--- src/hdl/stp_pkg.sv ---
// ---------------------------------------------------------------------------
// stp_pkg: shared types and codes for the one-shot timer pool
// Command codes, slot status codes and the command record that goes from
// the front end to the back end.
// ---------------------------------------------------------------------------
package stp_pkg;

  typedef enum logic [1:0] {
    OP_TICK  = 2'd0,
    OP_START = 2'd1,
    OP_POLL  = 2'd2,
    OP_STOP  = 2'd3
  } op_t;

  typedef logic [1:0] st_t;

  localparam st_t ST_FREE = 2'd0;
  localparam st_t ST_RUN  = 2'd1;
  localparam st_t ST_DONE = 2'd2;

  localparam int TICKS_W = 16;
  localparam int INDEX_W = 8;
  localparam int SLOT_W  = 4;

  typedef struct packed {
    op_t                op;
    logic [TICKS_W-1:0] ticks;
    logic [INDEX_W-1:0] index;
    logic               in_range;
  } cmd_t;

endpackage

--- src/hdl/stp_ifs.sv ---
// ---------------------------------------------------------------------------
// stp_ifs: channel interfaces of the timer pool
// Valid/ready channels for commands in and results out.
// ---------------------------------------------------------------------------
interface stp_in_if;
  import stp_pkg::*;

  logic               valid;
  logic               ready;
  logic [1:0]         op;
  logic [TICKS_W-1:0] ticks;
  logic [INDEX_W-1:0] index;

  modport source (output valid, output op, output ticks, output index, input ready);
  modport sink   (input valid, input op, input ticks, input index, output ready);
endinterface

interface stp_out_if;
  import stp_pkg::*;

  logic              valid;
  logic              ready;
  logic [SLOT_W-1:0] slot;
  logic              expired;

  modport source (output valid, output slot, output expired, input ready);
  modport sink   (input valid, input slot, input expired, output ready);
endinterface

--- src/hdl/software_timer_pool.sv ---
// ---------------------------------------------------------------------------
// software_timer_pool: pool of one-shot countdown timers
// Start/poll/stop: result registered on transfer; one command a cycle while
// idle with room. Tick: sweeps one slot a cycle (last waits), result at end.
// ---------------------------------------------------------------------------
// Synchronous active-low reset frees all slots; counts are loaded by start.
module software_timer_pool #(
  parameter int TIMER_COUNT = 8
) (
  input  logic      clk,
  input  logic      rst_n,
  stp_in_if.sink    in_ch,
  stp_out_if.source out_ch
);
  import stp_pkg::*;

  logic cmd_valid;
  logic cmd_ready;
  cmd_t cmd;

  stp_front #(
    .TIMER_COUNT (TIMER_COUNT)
  ) u_front (
    .clk       (clk),
    .rst_n     (rst_n),
    .in_ch     (in_ch),
    .cmd_valid (cmd_valid),
    .cmd_ready (cmd_ready),
    .cmd       (cmd)
  );

  stp_back #(
    .TIMER_COUNT (TIMER_COUNT)
  ) u_back (
    .clk       (clk),
    .rst_n     (rst_n),
    .cmd_valid (cmd_valid),
    .cmd_ready (cmd_ready),
    .cmd       (cmd),
    .out_ch    (out_ch)
  );

`ifndef SYNTH
  // out-of-range poll reports expired on the next cycle
  a_poll_range: assert property (@(posedge clk) disable iff (!rst_n)
    (cmd_valid && cmd_ready && (cmd.op == OP_POLL) && !cmd.in_range)
      |=> (out_ch.valid && out_ch.expired))
    else $error("out-of-range poll did not report expired");

  // start result comes out next cycle with expired clear
  a_start_result: assert property (@(posedge clk) disable iff (!rst_n)
    (cmd_valid && cmd_ready && (cmd.op == OP_START))
      |=> (out_ch.valid && !out_ch.expired))
    else $error("start result missing");

  // intake only backs up when the queue holds work
  a_queue_full: assert property (@(posedge clk) disable iff (!rst_n)
    (!in_ch.ready) |-> cmd_valid)
    else $error("intake stalled with empty queue");
`endif

endmodule

--- src/hdl/stp_front.sv ---
// ---------------------------------------------------------------------------
// stp_front: command intake of the timer pool
// Takes commands, checks the slot index range and holds them in a
// two-entry queue for the back end.
// ---------------------------------------------------------------------------
module stp_front #(
  parameter int TIMER_COUNT = 8
) (
  input  logic          clk,
  input  logic          rst_n,
  stp_in_if.sink        in_ch,
  output logic          cmd_valid,
  input  logic          cmd_ready,
  output stp_pkg::cmd_t cmd
);
  import stp_pkg::*;

  localparam int QDEPTH = 2;

  cmd_t       q_r [QDEPTH];
  logic       wr_ptr_r;
  logic       rd_ptr_r;
  logic [1:0] cnt_r;
  logic [1:0] cnt_nxt;
  cmd_t       in_cmd;
  logic       push;
  logic       pop;

  always_comb begin
    in_cmd.op       = op_t'(in_ch.op);
    in_cmd.ticks    = in_ch.ticks;
    in_cmd.index    = in_ch.index;
    in_cmd.in_range = ({1'b0, in_ch.index} < (INDEX_W+1)'(TIMER_COUNT));
  end

  assign in_ch.ready = (cnt_r != 2'(QDEPTH));
  assign cmd_valid   = (cnt_r != 2'd0);
  assign cmd         = q_r[rd_ptr_r];
  assign push        = in_ch.valid && in_ch.ready;
  assign pop         = cmd_valid && cmd_ready;

  always_comb begin
    cnt_nxt = cnt_r;
    if (push && !pop) begin
      cnt_nxt = cnt_r + 2'd1;
    end else if (pop && !push) begin
      cnt_nxt = cnt_r - 2'd1;
    end
  end

  always_ff @(posedge clk) begin
    if (push) begin
      q_r[wr_ptr_r] <= in_cmd;
    end
  end

  always_ff @(posedge clk) begin
    if (!rst_n) begin
      wr_ptr_r <= 1'b0;
      rd_ptr_r <= 1'b0;
      cnt_r    <= 2'd0;
    end else begin
      cnt_r <= cnt_nxt;
      if (push) begin
        wr_ptr_r <= ~wr_ptr_r;
      end
      if (pop) begin
        rd_ptr_r <= ~rd_ptr_r;
      end
    end
  end

endmodule

--- src/hdl/stp_back.sv ---
// ---------------------------------------------------------------------------
// stp_back: execution engine of the timer pool
// Holds slot status and countdown memory, runs commands and drives the
// result register. A tick sweeps one slot per cycle; the last waits for room.
// ---------------------------------------------------------------------------
module stp_back #(
  parameter int TIMER_COUNT = 8
) (
  input  logic          clk,
  input  logic          rst_n,
  input  logic          cmd_valid,
  output logic          cmd_ready,
  input  stp_pkg::cmd_t cmd,
  stp_out_if.source     out_ch
);
  import stp_pkg::*;

  localparam int IW = (TIMER_COUNT > 1) ? $clog2(TIMER_COUNT) : 1;
  localparam logic S_IDLE = 1'b0;
  localparam logic S_SCAN = 1'b1;

  logic               state_r;
  logic [IW-1:0]      cnt_r;
  st_t                status_r [TIMER_COUNT];
  logic [TICKS_W-1:0] rem_mem [TIMER_COUNT];
  logic [TICKS_W-1:0] rd_data_r;
  logic [TICKS_W-1:0] dec;
  logic [IW-1:0]      rd_addr;
  logic [IW-1:0]      wr_addr;
  logic [TICKS_W-1:0] wr_data;
  logic               wr_en;

  logic               out_valid_r;
  logic [SLOT_W-1:0]  out_slot_r;
  logic               out_exp_r;
  logic [SLOT_W-1:0]  slot_nxt;
  logic               exp_nxt;
  logic               load;

  logic               accept;
  logic               out_free;
  logic               last;
  logic               scan_step;
  logic               scan_run;
  logic               free_found;
  logic [IW-1:0]      free_idx;
  logic [IW-1:0]      cmd_idx;

  assign out_free  = !out_valid_r || out_ch.ready;
  assign cmd_ready = (state_r == S_IDLE) && out_free;
  assign accept    = cmd_valid && cmd_ready;
  assign last      = (cnt_r == IW'(TIMER_COUNT - 1));
  // the final slot of a sweep also writes the result, so it waits for room
  assign scan_step = (state_r == S_SCAN) && (!last || out_free);
  assign scan_run  = scan_step && (status_r[cnt_r] == ST_RUN);
  assign dec       = rd_data_r - TICKS_W'(1);
  assign cmd_idx   = cmd.index[IW-1:0];

  // lowest free slot
  always_comb begin
    free_found = 1'b0;
    free_idx   = '0;
    for (int k = TIMER_COUNT - 1; k >= 0; k--) begin
      if (status_r[k] == ST_FREE) begin
        free_found = 1'b1;
        free_idx   = IW'(k);
      end
    end
  end

  always_comb begin
    if (state_r == S_IDLE) begin
      rd_addr = '0;
    end else if (!scan_step) begin
      rd_addr = cnt_r;
    end else if (last) begin
      rd_addr = '0;
    end else begin
      rd_addr = cnt_r + IW'(1);
    end
  end

  always_comb begin
    wr_en   = scan_run || (accept && (cmd.op == OP_START) && free_found);
    wr_addr = (state_r == S_SCAN) ? cnt_r : free_idx;
    wr_data = (state_r == S_SCAN) ? dec : cmd.ticks;
  end

  always_ff @(posedge clk) begin
    if (wr_en) begin
      rem_mem[wr_addr] <= wr_data;
    end
    rd_data_r <= rem_mem[rd_addr];
  end

  always_comb begin
    slot_nxt = '0;
    exp_nxt  = 1'b0;
    load     = scan_step && last;
    if (accept) begin
      unique case (cmd.op)
        OP_TICK: begin
          load = 1'b0;
        end
        OP_START: begin
          load     = 1'b1;
          slot_nxt = free_found ? SLOT_W'(free_idx) : SLOT_W'(TIMER_COUNT);
        end
        OP_POLL: begin
          load    = 1'b1;
          exp_nxt = !cmd.in_range || (status_r[cmd_idx] == ST_DONE);
        end
        OP_STOP: begin
          load = 1'b1;
        end
        default: begin
          load = 1'b0;
        end
      endcase
    end
  end

  always_ff @(posedge clk) begin
    if (!rst_n) begin
      state_r <= S_IDLE;
      cnt_r   <= '0;
      for (int k = 0; k < TIMER_COUNT; k++) begin
        status_r[k] <= ST_FREE;
      end
    end else begin
      if (accept) begin
        unique case (cmd.op)
          OP_TICK: begin
            state_r <= S_SCAN;
            cnt_r   <= '0;
          end
          OP_START: begin
            if (free_found) begin
              status_r[free_idx] <= ST_RUN;
            end
          end
          OP_POLL: begin
            if (cmd.in_range && (status_r[cmd_idx] == ST_DONE)) begin
              status_r[cmd_idx] <= ST_FREE;
            end
          end
          OP_STOP: begin
            if (cmd.in_range) begin
              status_r[cmd_idx] <= ST_FREE;
            end
          end
          default: begin
          end
        endcase
      end
      if (scan_step) begin
        cnt_r <= cnt_r + IW'(1);
        if (last) begin
          state_r <= S_IDLE;
        end
      end
      if (scan_run && (dec == '0)) begin
        status_r[cnt_r] <= ST_DONE;
      end
    end
  end

  always_ff @(posedge clk) begin
    if (!rst_n) begin
      out_valid_r <= 1'b0;
    end else if (load) begin
      out_valid_r <= 1'b1;
    end else if (out_ch.ready) begin
      out_valid_r <= 1'b0;
    end
  end

  always_ff @(posedge clk) begin
    if (load) begin
      out_slot_r <= slot_nxt;
      out_exp_r  <= exp_nxt;
    end
  end

  assign out_ch.valid   = out_valid_r;
  assign out_ch.slot    = out_slot_r;
  assign out_ch.expired = out_exp_r;

endmodule

--- src/flat_wrapper.sv ---
// flat-port wrapper written by rule: the top's interface ports become plain ports
module software_timer_pool_flat import stp_pkg::*;
#(
  parameter int TIMER_COUNT = 8
)
  (clk, rst_n, in_ch_valid, in_ch_op, in_ch_ticks, in_ch_index, in_ch_ready, out_ch_valid, out_ch_slot, out_ch_expired, out_ch_ready);
  stp_in_if in_ch_i ();
  stp_out_if out_ch_i ();
  input  logic clk;
  input  logic rst_n;
  input wire logic [$bits(in_ch_i.valid)-1:0] in_ch_valid;
  input wire logic [$bits(in_ch_i.op)-1:0] in_ch_op;
  input wire logic [$bits(in_ch_i.ticks)-1:0] in_ch_ticks;
  input wire logic [$bits(in_ch_i.index)-1:0] in_ch_index;
  output wire logic [$bits(in_ch_i.ready)-1:0] in_ch_ready;
  output wire logic [$bits(out_ch_i.valid)-1:0] out_ch_valid;
  output wire logic [$bits(out_ch_i.slot)-1:0] out_ch_slot;
  output wire logic [$bits(out_ch_i.expired)-1:0] out_ch_expired;
  input wire logic [$bits(out_ch_i.ready)-1:0] out_ch_ready;
  assign in_ch_i.valid = in_ch_valid;
  assign in_ch_i.op = in_ch_op;
  assign in_ch_i.ticks = in_ch_ticks;
  assign in_ch_i.index = in_ch_index;
  assign in_ch_ready = in_ch_i.ready;
  assign out_ch_valid = out_ch_i.valid;
  assign out_ch_slot = out_ch_i.slot;
  assign out_ch_expired = out_ch_i.expired;
  assign out_ch_i.ready = out_ch_ready;
  software_timer_pool #(.TIMER_COUNT(TIMER_COUNT)) u_core (.clk(clk), .rst_n(rst_n), .in_ch(in_ch_i), .out_ch(out_ch_i));
endmodule
--- config.mk ---
export PLATFORM = sky130hd
export DESIGN_NAME = software_timer_pool_flat
export DESIGN_NICKNAME = d
export VERILOG_FILES = /design/src/hdl/stp_pkg.sv /design/src/hdl/stp_ifs.sv /design/src/hdl/software_timer_pool.sv /design/src/hdl/stp_front.sv /design/src/hdl/stp_back.sv /design/src/flat_wrapper.sv
export SDC_FILE = /design/constraint.sdc
export NUM_CORES = 1
export LEC_CHECK = 0
export BUFFER_PORTS_ARGS = -buffer_cell sky130_fd_sc_hd__buf_2
export CAP_MARGIN = 20
export CELL_PAD_IN_SITES_DETAIL_PLACEMENT = 1
export CELL_PAD_IN_SITES_GLOBAL_PLACEMENT = 1
export CORE_MARGIN = 1.5
export CORE_UTILIZATION = 47
export DETAILED_ROUTE_END_ITERATION = 10
export PLACE_DENSITY = 0.78
export SYNTH_ARGS = -nofsm -noshare
export SYNTH_HDL_FRONTEND = slang
export SYNTH_SLANG_ARGS = --single-unit
--- constraint.sdc ---
create_clock -name clk -period 2.94 [get_ports clk]
set_input_delay 0.588 -clock clk [delete_from_list [all_inputs] [get_ports clk]]
set_output_delay 0.588 -clock clk [all_outputs]
set_load 0.005 [all_outputs]
==> results of run 1 <==
==> flip-flops by register name, summed over array words and instances, names as in the netlist, named ones only <==
register,count
u_core.u_back.rem_mem,128
u_core.u_front.q_r,44
u_core.u_back.rd_data_r,16
u_core.u_back.status_r,16
u_core.u_back.out_ch.slot,4
u_core.u_back.cnt_r,3
u_core.u_front.cnt_r,2
u_core.u_back.out_ch.expired,1
u_core.u_back.out_ch.valid,1
u_core.u_back.state_r,1
u_core.u_front.rd_ptr_r,1
u_core.u_front.wr_ptr_r,1
==> final cells by class <==
type                    count  share of cell area
repair buffers             64              0.0474
inverters                  17             0.00583
clock inverters            16              0.0126
well taps                 265              0.0303
flip-flops and latches    222               0.582
multi-input cells         352               0.263
clock buffers              30              0.0588
==> power by group through the flow <==
| stage | Sequential, mW | Combinational (mW) | Clock [mW] |
|---|---|---|---|
| after floorplan | 4.19 | 1.14 | 0 |
| after global placement | 4.26 | 1.62 | 0 |
| after detailed placement | 4.29 | 1.72 | 0 |
| after CTS | 4.23 | 1.75 | 2.99 |
| after global routing | 4.27 | 1.89 | 3.10 |
| final | 4.24 | 1.75 | 2.96 |
==> logic make-up after synthesis <==
group | share of synthesized area
DFF | 0.677
and+or+nand+nor | 0.101
AOI/OAI and AO/OA | 0.0608
muxes | 0.119
buffers and inverters | 0.0209
xor gates and xnor gates | 0.0149
adders and majority gates | 0.00664
==> per-layer routing <==
layer / GRT usage / wire (µm) / part of all wire
met4: 0.0728 / 657 / 0.028
met1: 0.290 / 9460 / 0.40
met5: 0 / 0 / 0
met3: 0.0354 / 941 / 0.040
met2: 0.422 / 12600 / 0.53
==> critical path, cell delays in order, from the launching register on <==
cell and delay [ns]:
dfxtp_1 0.41, nor4_4 0.35, nand4_1 0.35, nor4_4 0.30, xor2_1 0.16, buf_4 0.17, nor4b_2 0.25, buf_4 0.19
nand4_1 0.11, o211ai_1 0.18
==> through the flow <==
stage                     hold WS [ns]  std cells  cell area (µm²)  power, mW
after floorplan                  0.478        618             9420       5.33
after global placement           0.488        920            10100       5.87
after detailed placement         0.515        920            10100       6.00
after CTS                        0.224        966            10900       8.97
after global routing             0.235        966            11000       9.25
final                            0.235        966            11000       8.94
==> worst max-delay path by stage <==
stage / from / end / slack (ns) / depth (start not counted)
after floorplan: out_ch_ready / u_core.u_back.rem_mem[7][0] / 0.14 / 8
after global placement: u_core.u_back.rd_data_r[4] / u_core.u_back.status_r[5][0] / 0.24 / 7
after detailed placement: u_core.u_back.rd_data_r[4] / u_core.u_back.status_r[6][1] / 0.11 / 9
after CTS: u_core.u_back.rd_data_r[10] / u_core.u_back.status_r[6][0] / 0.03 / 9
after global routing: u_core.u_back.cnt_r[1] / u_core.u_back.rd_data_r[14] / 0.01 / 7
final: u_core.u_back.rd_data_r[7] / u_core.u_back.status_r[6][0] / 0.13 / 9
==> timing repair <==
action,CTS,global route
resized for setup,1,6
endpoints found under the hold margin,0,0
endpoints found under the setup margin,30,27
==> cells in the mapped netlist (all sizes together), types with 2 or more instances <==
cell / number / area, µm²
a211oi: 6 / 45.0
a21boi: 5 / 37.5
a21oi: 15 / 75.1
a31oi: 5 / 31.3
and2: 9 / 56.3
and3: 3 / 18.8
buf: 11 / 72.6
clkbuf: 16 / 60.1
dfxtp: 29 / 581
edfxtp: 193 / 5800
ha: 5 / 62.6
inv: 17 / 63.8
mux2: 19 / 218
mux2i: 18 / 180
mux4: 32 / 721
nand2: 39 / 146
nand2b: 4 / 25.0
nand3: 14 / 70.1
nand3b: 4 / 30.0
nand4: 9 / 56.3
nand4b: 2 / 38.8
nor2: 40 / 150
nor2b: 11 / 68.8
nor3: 15 / 95.1
nor3b: 4 / 30.0
nor4: 6 / 52.6
o211ai: 9 / 67.6
o21a: 5 / 37.5
o21ai: 22 / 110
o22ai: 6 / 37.5
o31ai: 2 / 15.0
o32a: 2 / 20.0
or3: 4 / 25.0
or3b: 3 / 26.3
or4: 3 / 22.5
xnor2: 6 / 52.6
xor2: 10 / 87.6
==> flow_summary.ini, run 1 <==
[clock_network]
cts.clk_slew.worst_paths_ns = 0.06
clkLatencyLatePin_ns = 0.54
cts_tree = built
cts-htree-levels = 1
clock-root-buffer = clkbuf_16
cts_hold_buf = 0
clock_path_buffers = 3
cts_setup_buffers = 0
numCtsBuffers = 25
cts.sinks = 222

[final_layout]
multi_input_area_um2 = 2880
final_cell_mix = 193 x edfxtp_1, 39 x nor2_1, 39 x nand2_1, 36 x buf_2, 32 x mux4_2
final_common_cell = edfxtp_1
fillCellCount = 1856
drive_above_1_share = 0.235
regArea_um2 = 6380
syn_to_final_growth_pct = 16.3
final_net_count = 717
antenna_cells = 0
fin_util = 0.561

[drt]
num_vias = 5670
drt_wl_total_um = 23600
dr.first_iter.drc_count = 397
wl_per_cell_um = 24.5
drc = 0
drt_pass1_iterations = 5
drtAntennaViolNets = 0
routed_via_density = 5.87

[logic_synthesis]
synth_area_um2 = 9420
syn_inst = 618
synth-seq-area-share = 0.677
yosysWarnings = 0
avgSynthCellArea_um2 = 15.2
synth_top_flop_cell = edfxtp_1
async_reset_ff_frac = 0
ys_ff_latch = 222
synth-edff-count = 193
syn_nets = 653
ys_types = 60

[global_routing]
grt.overflow.total = 0
grt_pass1_wl_um = 35600
gr-usage-all-layers = 0.234
grt_max_degree = 33
grt_pass1_vias = 6039
antenna_found_initial = 0

[timing]
slew_headroom = 0.301
rsz0062_at_grt = false
post-route-period-util = 0.956
fin_setup_tns_ns = 0
hold_viol = 0
worst_slew_pin_slew_ns = 1.04
finalMaxSlewViolations = 0
worst_clock_skew_ns = 0.0193
finalCriticalPeriod_ns = 2.81
fmax_mhz = 356
finalSetupViolCount = 0
setup_ws_ns = 0.130

[critical_path]
reg2reg_depth = 9
worstSetupStartpointType = register
rr_endpoint = u_core.u_back.status_r[6][0]
path_class = register to register
worstPathRequired_ns = 3.14
rrSetupSlack_ns = 0.13
rr_startpoint = u_core.u_back.rd_data_r[7]
crit_fanout = 6
worstSetupEndpointType = register
critPathArrivalTime_ns = 3.02

[power]
power_density_nw_per_um2 = 817
seqPwrFrac = 0.474
p_clk_frac = 0.331
irDropWorstVdd_mv = 0.614
p_sw_frac = 0.283
combPwrFrac = 0.195
switching_power_mw = 2.53
leakagePower_nw = 3.74
internal_power_mw = 6.41

[floorplan]
io_pins = 37
design.die.area_um2 = 20900
initial_core_util = 0.482
fp.coreArea_um2 = 19500
rows = 51
die_h_um = 145
chipWidth_um = 145

[status]
status = complete, no violations

[hold_path]
min_path_cells = 1
hold_path.startpoint = in_ch_index[1]
worstHoldEndpoint = u_core.u_front.q_r[1][2]
min_path_type = input port to register

[placed_design]
dp_worst_setup_slack_ns = 0.113
dp_hpwl_um = 15600
place_congestion = 0.911
numPortBuffers = 36

[job]
maxCapViolations = 0
No activity file was read; power rests on OpenSTA's default activity.
==> inputs of run 2 (changes only) <==
--- a/config.mk
+++ b/config.mk
@@ -5,14 +5,15 @@
 export SDC_FILE = /design/constraint.sdc
 export NUM_CORES = 1
 export LEC_CHECK = 0
-export BUFFER_PORTS_ARGS = -buffer_cell sky130_fd_sc_hd__buf_2
+export ABC_AREA = 1
 export CAP_MARGIN = 20
 export CELL_PAD_IN_SITES_DETAIL_PLACEMENT = 1
 export CELL_PAD_IN_SITES_GLOBAL_PLACEMENT = 1
 export CORE_MARGIN = 1.5
-export CORE_UTILIZATION = 47
+export CORE_UTILIZATION = 46
 export DETAILED_ROUTE_END_ITERATION = 10
-export PLACE_DENSITY = 0.78
+export DONT_BUFFER_PORTS = 1
+export PLACE_DENSITY = 0.79
 export SYNTH_ARGS = -nofsm -noshare
 export SYNTH_HDL_FRONTEND = slang
 export SYNTH_SLANG_ARGS = --single-unit
==> constraint.sdc (replaced) <==
create_clock -name clk -period 2.4 [get_ports clk]
set_input_delay 0.48 -clock clk [delete_from_list [all_inputs] [get_ports clk]]
set_output_delay 0.48 -clock clk [all_outputs]
set_load 0.005 [all_outputs]
==> flow_summary.ini, run 2 <==
[status]
status = finished with violations
violations = negative setup slack

[drt]
wl_per_cell_um = 22.5
num_vias = 7307
drt_wl_total_um = 29000
drtAntennaViolNets = 0
dr.first_iter.drc_count = 463
drt_pass1_iterations = 5
drc = 0
routed_via_density = 5.66

[logic_synthesis]
syn_nets = 948
synthAdderAreaFrac = 0.00641
synth-compound-area-share = 0.103
synth.most_common_cell = edfxtp_1
synthSimpleGateAreaFrac = 0.194
synthMuxAreaShare = 0.00102
syn_inst = 913
synth-seq-area-share = 0.653
synth_top_family_by_area = simple AND/OR/NAND/NOR gates
ys_ff_latch = 222
synth-edff-count = 193
synth_top_flop_cell = edfxtp_1
synth.top_cells.by_area = edfxtp_1 59%, dfxtp_1 5.9%, nand2_1 5.7%, nor2_1 5.4%, o21ai_0 3.2%
async_reset_ff_frac = 0
synth_top_area_share = 0.593
avgSynthCellArea_um2 = 10.7
synthXorXnorAreaFrac = 0.00269
ys_types = 42
synth_top_cell_by_area = edfxtp_1
synth_area_um2 = 9770
yosysWarnings = 0
ys_top_cells_by_count = 193 x edfxtp_1, 148 x nand2_1, 140 x nor2_1

[timing]
post-route-period-util = 1.09
finalMaxSlewViolations = 0
hold_viol = 0
fin_setup_tns_ns = -4.37
rsz0062_at_grt = true
worst_clock_skew_ns = 0.0200
worst_slew_pin_slew_ns = 0.914
fmax_mhz = 383
slew_headroom = 0.390
setup_ws_ns = -0.208
finalSetupViolCount = 32
whs_ns = 0.0442
finalCriticalPeriod_ns = 2.61

[critical_path]
worstSetupStartpointType = register
slowest_delay_ns = 0.38
rr_startpoint = u_core.u_back.rd_data_r[5]
worstPathRequired_ns = 2.63
path_class = register to register
crit_top_cell = nand2_1
worstSetupEndpointType = register
critPathLaunch = u_core.u_back.rd_data_r[5]
crit_fanout = 4
cp_cell_sequence = nor2_2 > nand2_2 > nor2_4 > nand2_1 > nand2_1 > nand2_1 > nor2_1 > nand2_1 > nor2_1 > nand4_1 > nand2_1 > inv_2 > nor2_4 > nand2_1 > nand2_1
cp_slowest_cell = dfxtp_1
critPathArrivalTime_ns = 2.84

[final_layout]
drive_above_1_share = 0.287
final_cell_mix = 193 x edfxtp_1, 119 x nand2_1, 100 x nor2_1, 69 x buf_4, 58 x o21ai_0
syn_to_final_growth_pct = 23.9
final_common_cell = edfxtp_1
largest_reg_flops = 128
final_net_count = 1033
post_layout_nonfiller_instances = 1291
antenna_cells = 0
largest_register = u_core.u_back.rem_mem
final_cell_area_um2 = 12100
top_regs = u_core.u_back.rem_mem: 128 flops, u_core.u_front.q_r: 44 flops

[global_routing]
grt_pass1_wl_um = 42300
gr-usage-all-layers = 0.252
antenna_found_initial = 0
grt.overflow.total = 0
grt_pass1_vias = 7551
grt_max_degree = 65

[placed_design]
place_inst = 1238
dpl-instance-area_um2 = 10700
place_congestion = 0.839
dp_hpwl_um = 18300
dp_worst_setup_slack_ns = -0.128
numPortBuffers = 0

[power]
power_density_nw_per_um2 = 1090
irDropWorstVdd_mv = 1.11
leakagePower_nw = 4.32

[clock_network]
cts_hold_buf = 0
clock_path_buffers = 3
cts_tree = built
cts.sinks = 222
numCtsBuffers = 24
cts-htree-levels = 1
cts.clk_slew.worst_paths_ns = 0.07
clock-root-buffer = clkbuf_16
clkLatencyLatePin_ns = 0.53

[hold_path]
min_path_type = input port to register
hold_path.startpoint = in_ch_ticks[6]

[floorplan]
io_pins = 37
initial_core_util = 0.466
die_h_um = 149
rows = 53
fp.coreArea_um2 = 21000
design.die.area_um2 = 22100
chipWidth_um = 149

[job]
maxCapViolations = 0
## run 2: cell types whose count changed in the layout (fill, tap and decap cells not counted), moves of 32 or more
cell	before	now
nand2_2	0	37
mux4_2	32	0
o21ai_0	21	58
buf_4	17	69
buf_2	36	0
inv_1	17	52
nor2_1	39	100
nand2_1	39	119
nor2_2	1	34
## run 2: per-stage QoR
stage / util / total power, mW
floorplan: - / 7.25
global placement: 0.512 / 8.67
detailed placement: 0.512 / 8.87
CTS: 0.558 / 12.9
global route: 0.577 / 13.7
finish: 0.577 / 13.2
## run 2: cell type report
type | count | area [µm²]
timing repair buffer | 91 | 892
sequential | 222 | 6390
tap | 275 | 344
fill | 2206 | 8860
multi-input combinational | 590 | 3380
clock buffer | 29 | 619
inverter | 69 | 262
clock inverter | 15 | 210
## run 2: report_power, final
part           internal, mW  total, mW  switching, mW
Clock                  2.38       3.91           1.53
Combinational          1.31       3.90           2.59
Sequential             5.09       5.41          0.314
## run 2: what timing repair did
action,4_1_cts,5_1_grt
endpoints found under the setup margin,142,188
pin swaps,5,35
buffers inserted,1,5
gates resized for setup,39,97
gates cloned,0,3
## run 2: final timing paths
| kind | end | slack (ns) | cells after the start |
|---|---|---|---|
| max reg2reg | u_core.u_back.status_r[6][0] | -0.21 | 15 |
| min reg2reg | u_core.u_front.rd_ptr_r | 0.49 | 1 |
| max | u_core.u_back.status_r[6][0] | -0.21 | 15 |
| min | u_core.u_front.q_r[1][15] | 0.04 | 0 |
## run 2: routing by layer
metal  GRT usage  wire length (µm)  vias to the layer above
met5           0                 0                        -
met4      0.0896               964                        0
met3      0.0396              1400                       66
met2       0.436             14700                      210
met1       0.321             12000                     3666
li1            -                 -                     3365
## run 2: logic make-up after synthesis
family / after synthesis
AO/OA/AOI/OAI: 167
XOR/XNOR: 3
adder cells (fa/ha/maj): 5
AND/OR/NAND/NOR: 414
multiplexers: 1
flip-flops: 222
buffers and inverters: 101
## run 2: critical path: cells and delay by family, from the launching register on
family | cells | cell delay [ns]
AND/OR/NAND/NOR | 14 | 1.87
flip-flops | 1 | 0.38
buffers and inverters | 1 | 0.06
==> inputs of run 3 (changes only) <==
--- a/config.mk
+++ b/config.mk
@@ -10,10 +10,12 @@
 export CELL_PAD_IN_SITES_DETAIL_PLACEMENT = 1
 export CELL_PAD_IN_SITES_GLOBAL_PLACEMENT = 1
 export CORE_MARGIN = 1.5
-export CORE_UTILIZATION = 46
+export CORE_UTILIZATION = 51
+export CTS_CLUSTER_DIAMETER = 200
 export DETAILED_ROUTE_END_ITERATION = 10
 export DONT_BUFFER_PORTS = 1
-export PLACE_DENSITY = 0.79
+export PLACE_DENSITY = 0.82
 export SYNTH_ARGS = -nofsm -noshare
 export SYNTH_HDL_FRONTEND = slang
+export SYNTH_HIERARCHICAL = 1
 export SYNTH_SLANG_ARGS = --single-unit
==> constraint.sdc (replaced) <==
create_clock -name clk -period 2.76 [get_ports clk]
set_input_delay 0.552 -clock clk [delete_from_list [all_inputs] [get_ports clk]]
set_output_delay 0.552 -clock clk [all_outputs]
set_load 0.005 [all_outputs]
==> flow_summary.ini, run 3 <==
[critical_path]
critPathArrivalTime_ns = 2.86
critPathTopFamily = simple AND/OR/NAND/NOR gates
crit_top_cell = nand2_1
worstSetupStartpointType = register
cp_cell_sequence = nor2_2 > nand2_2 > nor2_4 > nand2_1 > xor2_1 > nand3_1 > nor2_1 > nand2_1 > nand2_1 > nand2_1 > nor2_1 > nand2_1 > nand2_1
crit_buf_inv = 0
path_class = register to register
crit_fanout = 5
cp_slowest_cell = dfxtp_1
worstPathRequired_ns = 2.99
worstSetupEndpointType = register
slowest_delay_ns = 0.40

[timing]
fmax_mhz = 380
slew_headroom = 0.383
worst_clock_skew_ns = 0.00850
hold_viol = 0
setup_ws_ns = 0.126
post-route-period-util = 0.954
finalCriticalPeriod_ns = 2.63
rsz0062_at_grt = false
whs_ns = 0.129
finalSetupViolCount = 0
finalMaxSlewViolations = 0
worst_slew_pin_slew_ns = 0.916
fin_setup_tns_ns = 0

[clock_network]
cts_tree = built
clkLatencyLatePin_ns = 0.51
clock_path_buffers = 3
numCtsBuffers = 23
cts.clk_slew.worst_paths_ns = 0.06
clock-root-buffer = clkbuf_16
cts.sinks = 222
cts-htree-levels = 1

[final_layout]
drive_above_1_share = 0.145
final_cell_area_um2 = 11300
post_layout_nonfiller_instances = 1223
largest_register = u_core/u_back/rem_mem
final_common_cell = edfxtp_1
syn_to_final_growth_pct = 14.4
largest_reg_flops = 128
final_net_count = 981
fillCellCount = 1972
final_cell_mix = 193 x edfxtp_1, 179 x nor2_1, 144 x nand2_1, 83 x inv_1, 68 x o21ai_0
top_regs = u_core/u_back/rem_mem: 128 flops, u_core/u_front/q_r: 44 flops
antenna_cells = 0

[global_routing]
grt_pass1_vias = 7453
antenna_found_initial = 0
grt_pass1_wl_um = 41000
grt.overflow.total = 0
gr-usage-all-layers = 0.269
grt_max_degree = 55

[logic_synthesis]
avgSynthCellArea_um2 = 10.8
yosysWarnings = 6
syn_inst = 914
syn_nets = 949
synth_area_um2 = 9840

[drt]
num_vias = 6995
wl_per_cell_um = 21.8
drc = 0
routed_via_density = 5.72
drt_wl_total_um = 26700
drt_pass1_iterations = 5
dr.first_iter.drc_count = 625
drtAntennaViolNets = 0

[placed_design]
dpl-instance-area_um2 = 10400
dp_worst_setup_slack_ns = -0.0547
place_inst = 1180
place_congestion = 0.892
dp_hpwl_um = 16900
numPortBuffers = 0

[floorplan]
fp.coreArea_um2 = 18800
initial_core_util = 0.522
design.die.area_um2 = 20100
chipWidth_um = 142
rows = 50
io_pins = 37
die_h_um = 142

[status]
status = complete, no violations

[job]
maxCapViolations = 0

[power]
irDropWorstVdd_mv = 0.663
power_density_nw_per_um2 = 941
leakagePower_nw = 4.16

[hold_path]
min_path_type = input port to register
[run 3: through the flow]
| stage | utilization | total power, mW |
|---|---|---|
| 4_1_cts | 0.595 | 10.5 |
| 3_3_place_gp | 0.554 | 7.17 |
| 2_1_floorplan | - | 6.36 |
| 6_report | 0.598 | 10.6 |
| 5_1_grt | 0.598 | 11.0 |
| 3_5_place_dp | 0.554 | 7.33 |
[run 3: final cells by class]
type	instances	area, µm²	share of cell area
sequential	222	6380	0.567
multi-input combinational	571	3030	0.270
clock buffer	30	612	0.0544
timing repair buffer	39	422	0.0375
inverter	89	334	0.0297
tap	260	325	0.0289
clock inverter	12	146	0.0130
[run 3: layer usage]
layer,part of all wire,GRT usage,vias up
li1,-,-,3207
met1,0.41,0.335,3542
met2,0.52,0.488,192
met3,0.050,0.0388,54
met4,0.022,0.0787,0
met5,0,0,-
[run 3: timing repair]
item                       CTS  global route
buffers inserted             0             1
hold buffers                 0             0
pin swaps                    0             1
resized for setup            3            13
setup endpoints to repair   22            31
[run 3: power by group]
group          total, mW  switching, mW  internal (mW)
sequential          4.64          0.270           4.37
clock               3.11           1.26           1.85
combinational       2.83           1.90          0.932
[run 3: final timing paths]
path | end | cells past startpoint | from | slack [ns]
max reg2reg | u_core/u_back/status_r[6][0] | 13 | u_core/u_back/rd_data_r[2] | 0.13
min reg2reg | register | 2 | u_core/u_back/cnt_r[2] | 0.55
min | u_core/u_front/q_r[1][15] | 0 | in_ch_ticks[6] | 0.13
max | u_core/u_back/status_r[6][0] | 13 | u_core/u_back/rd_data_r[2] | 0.13
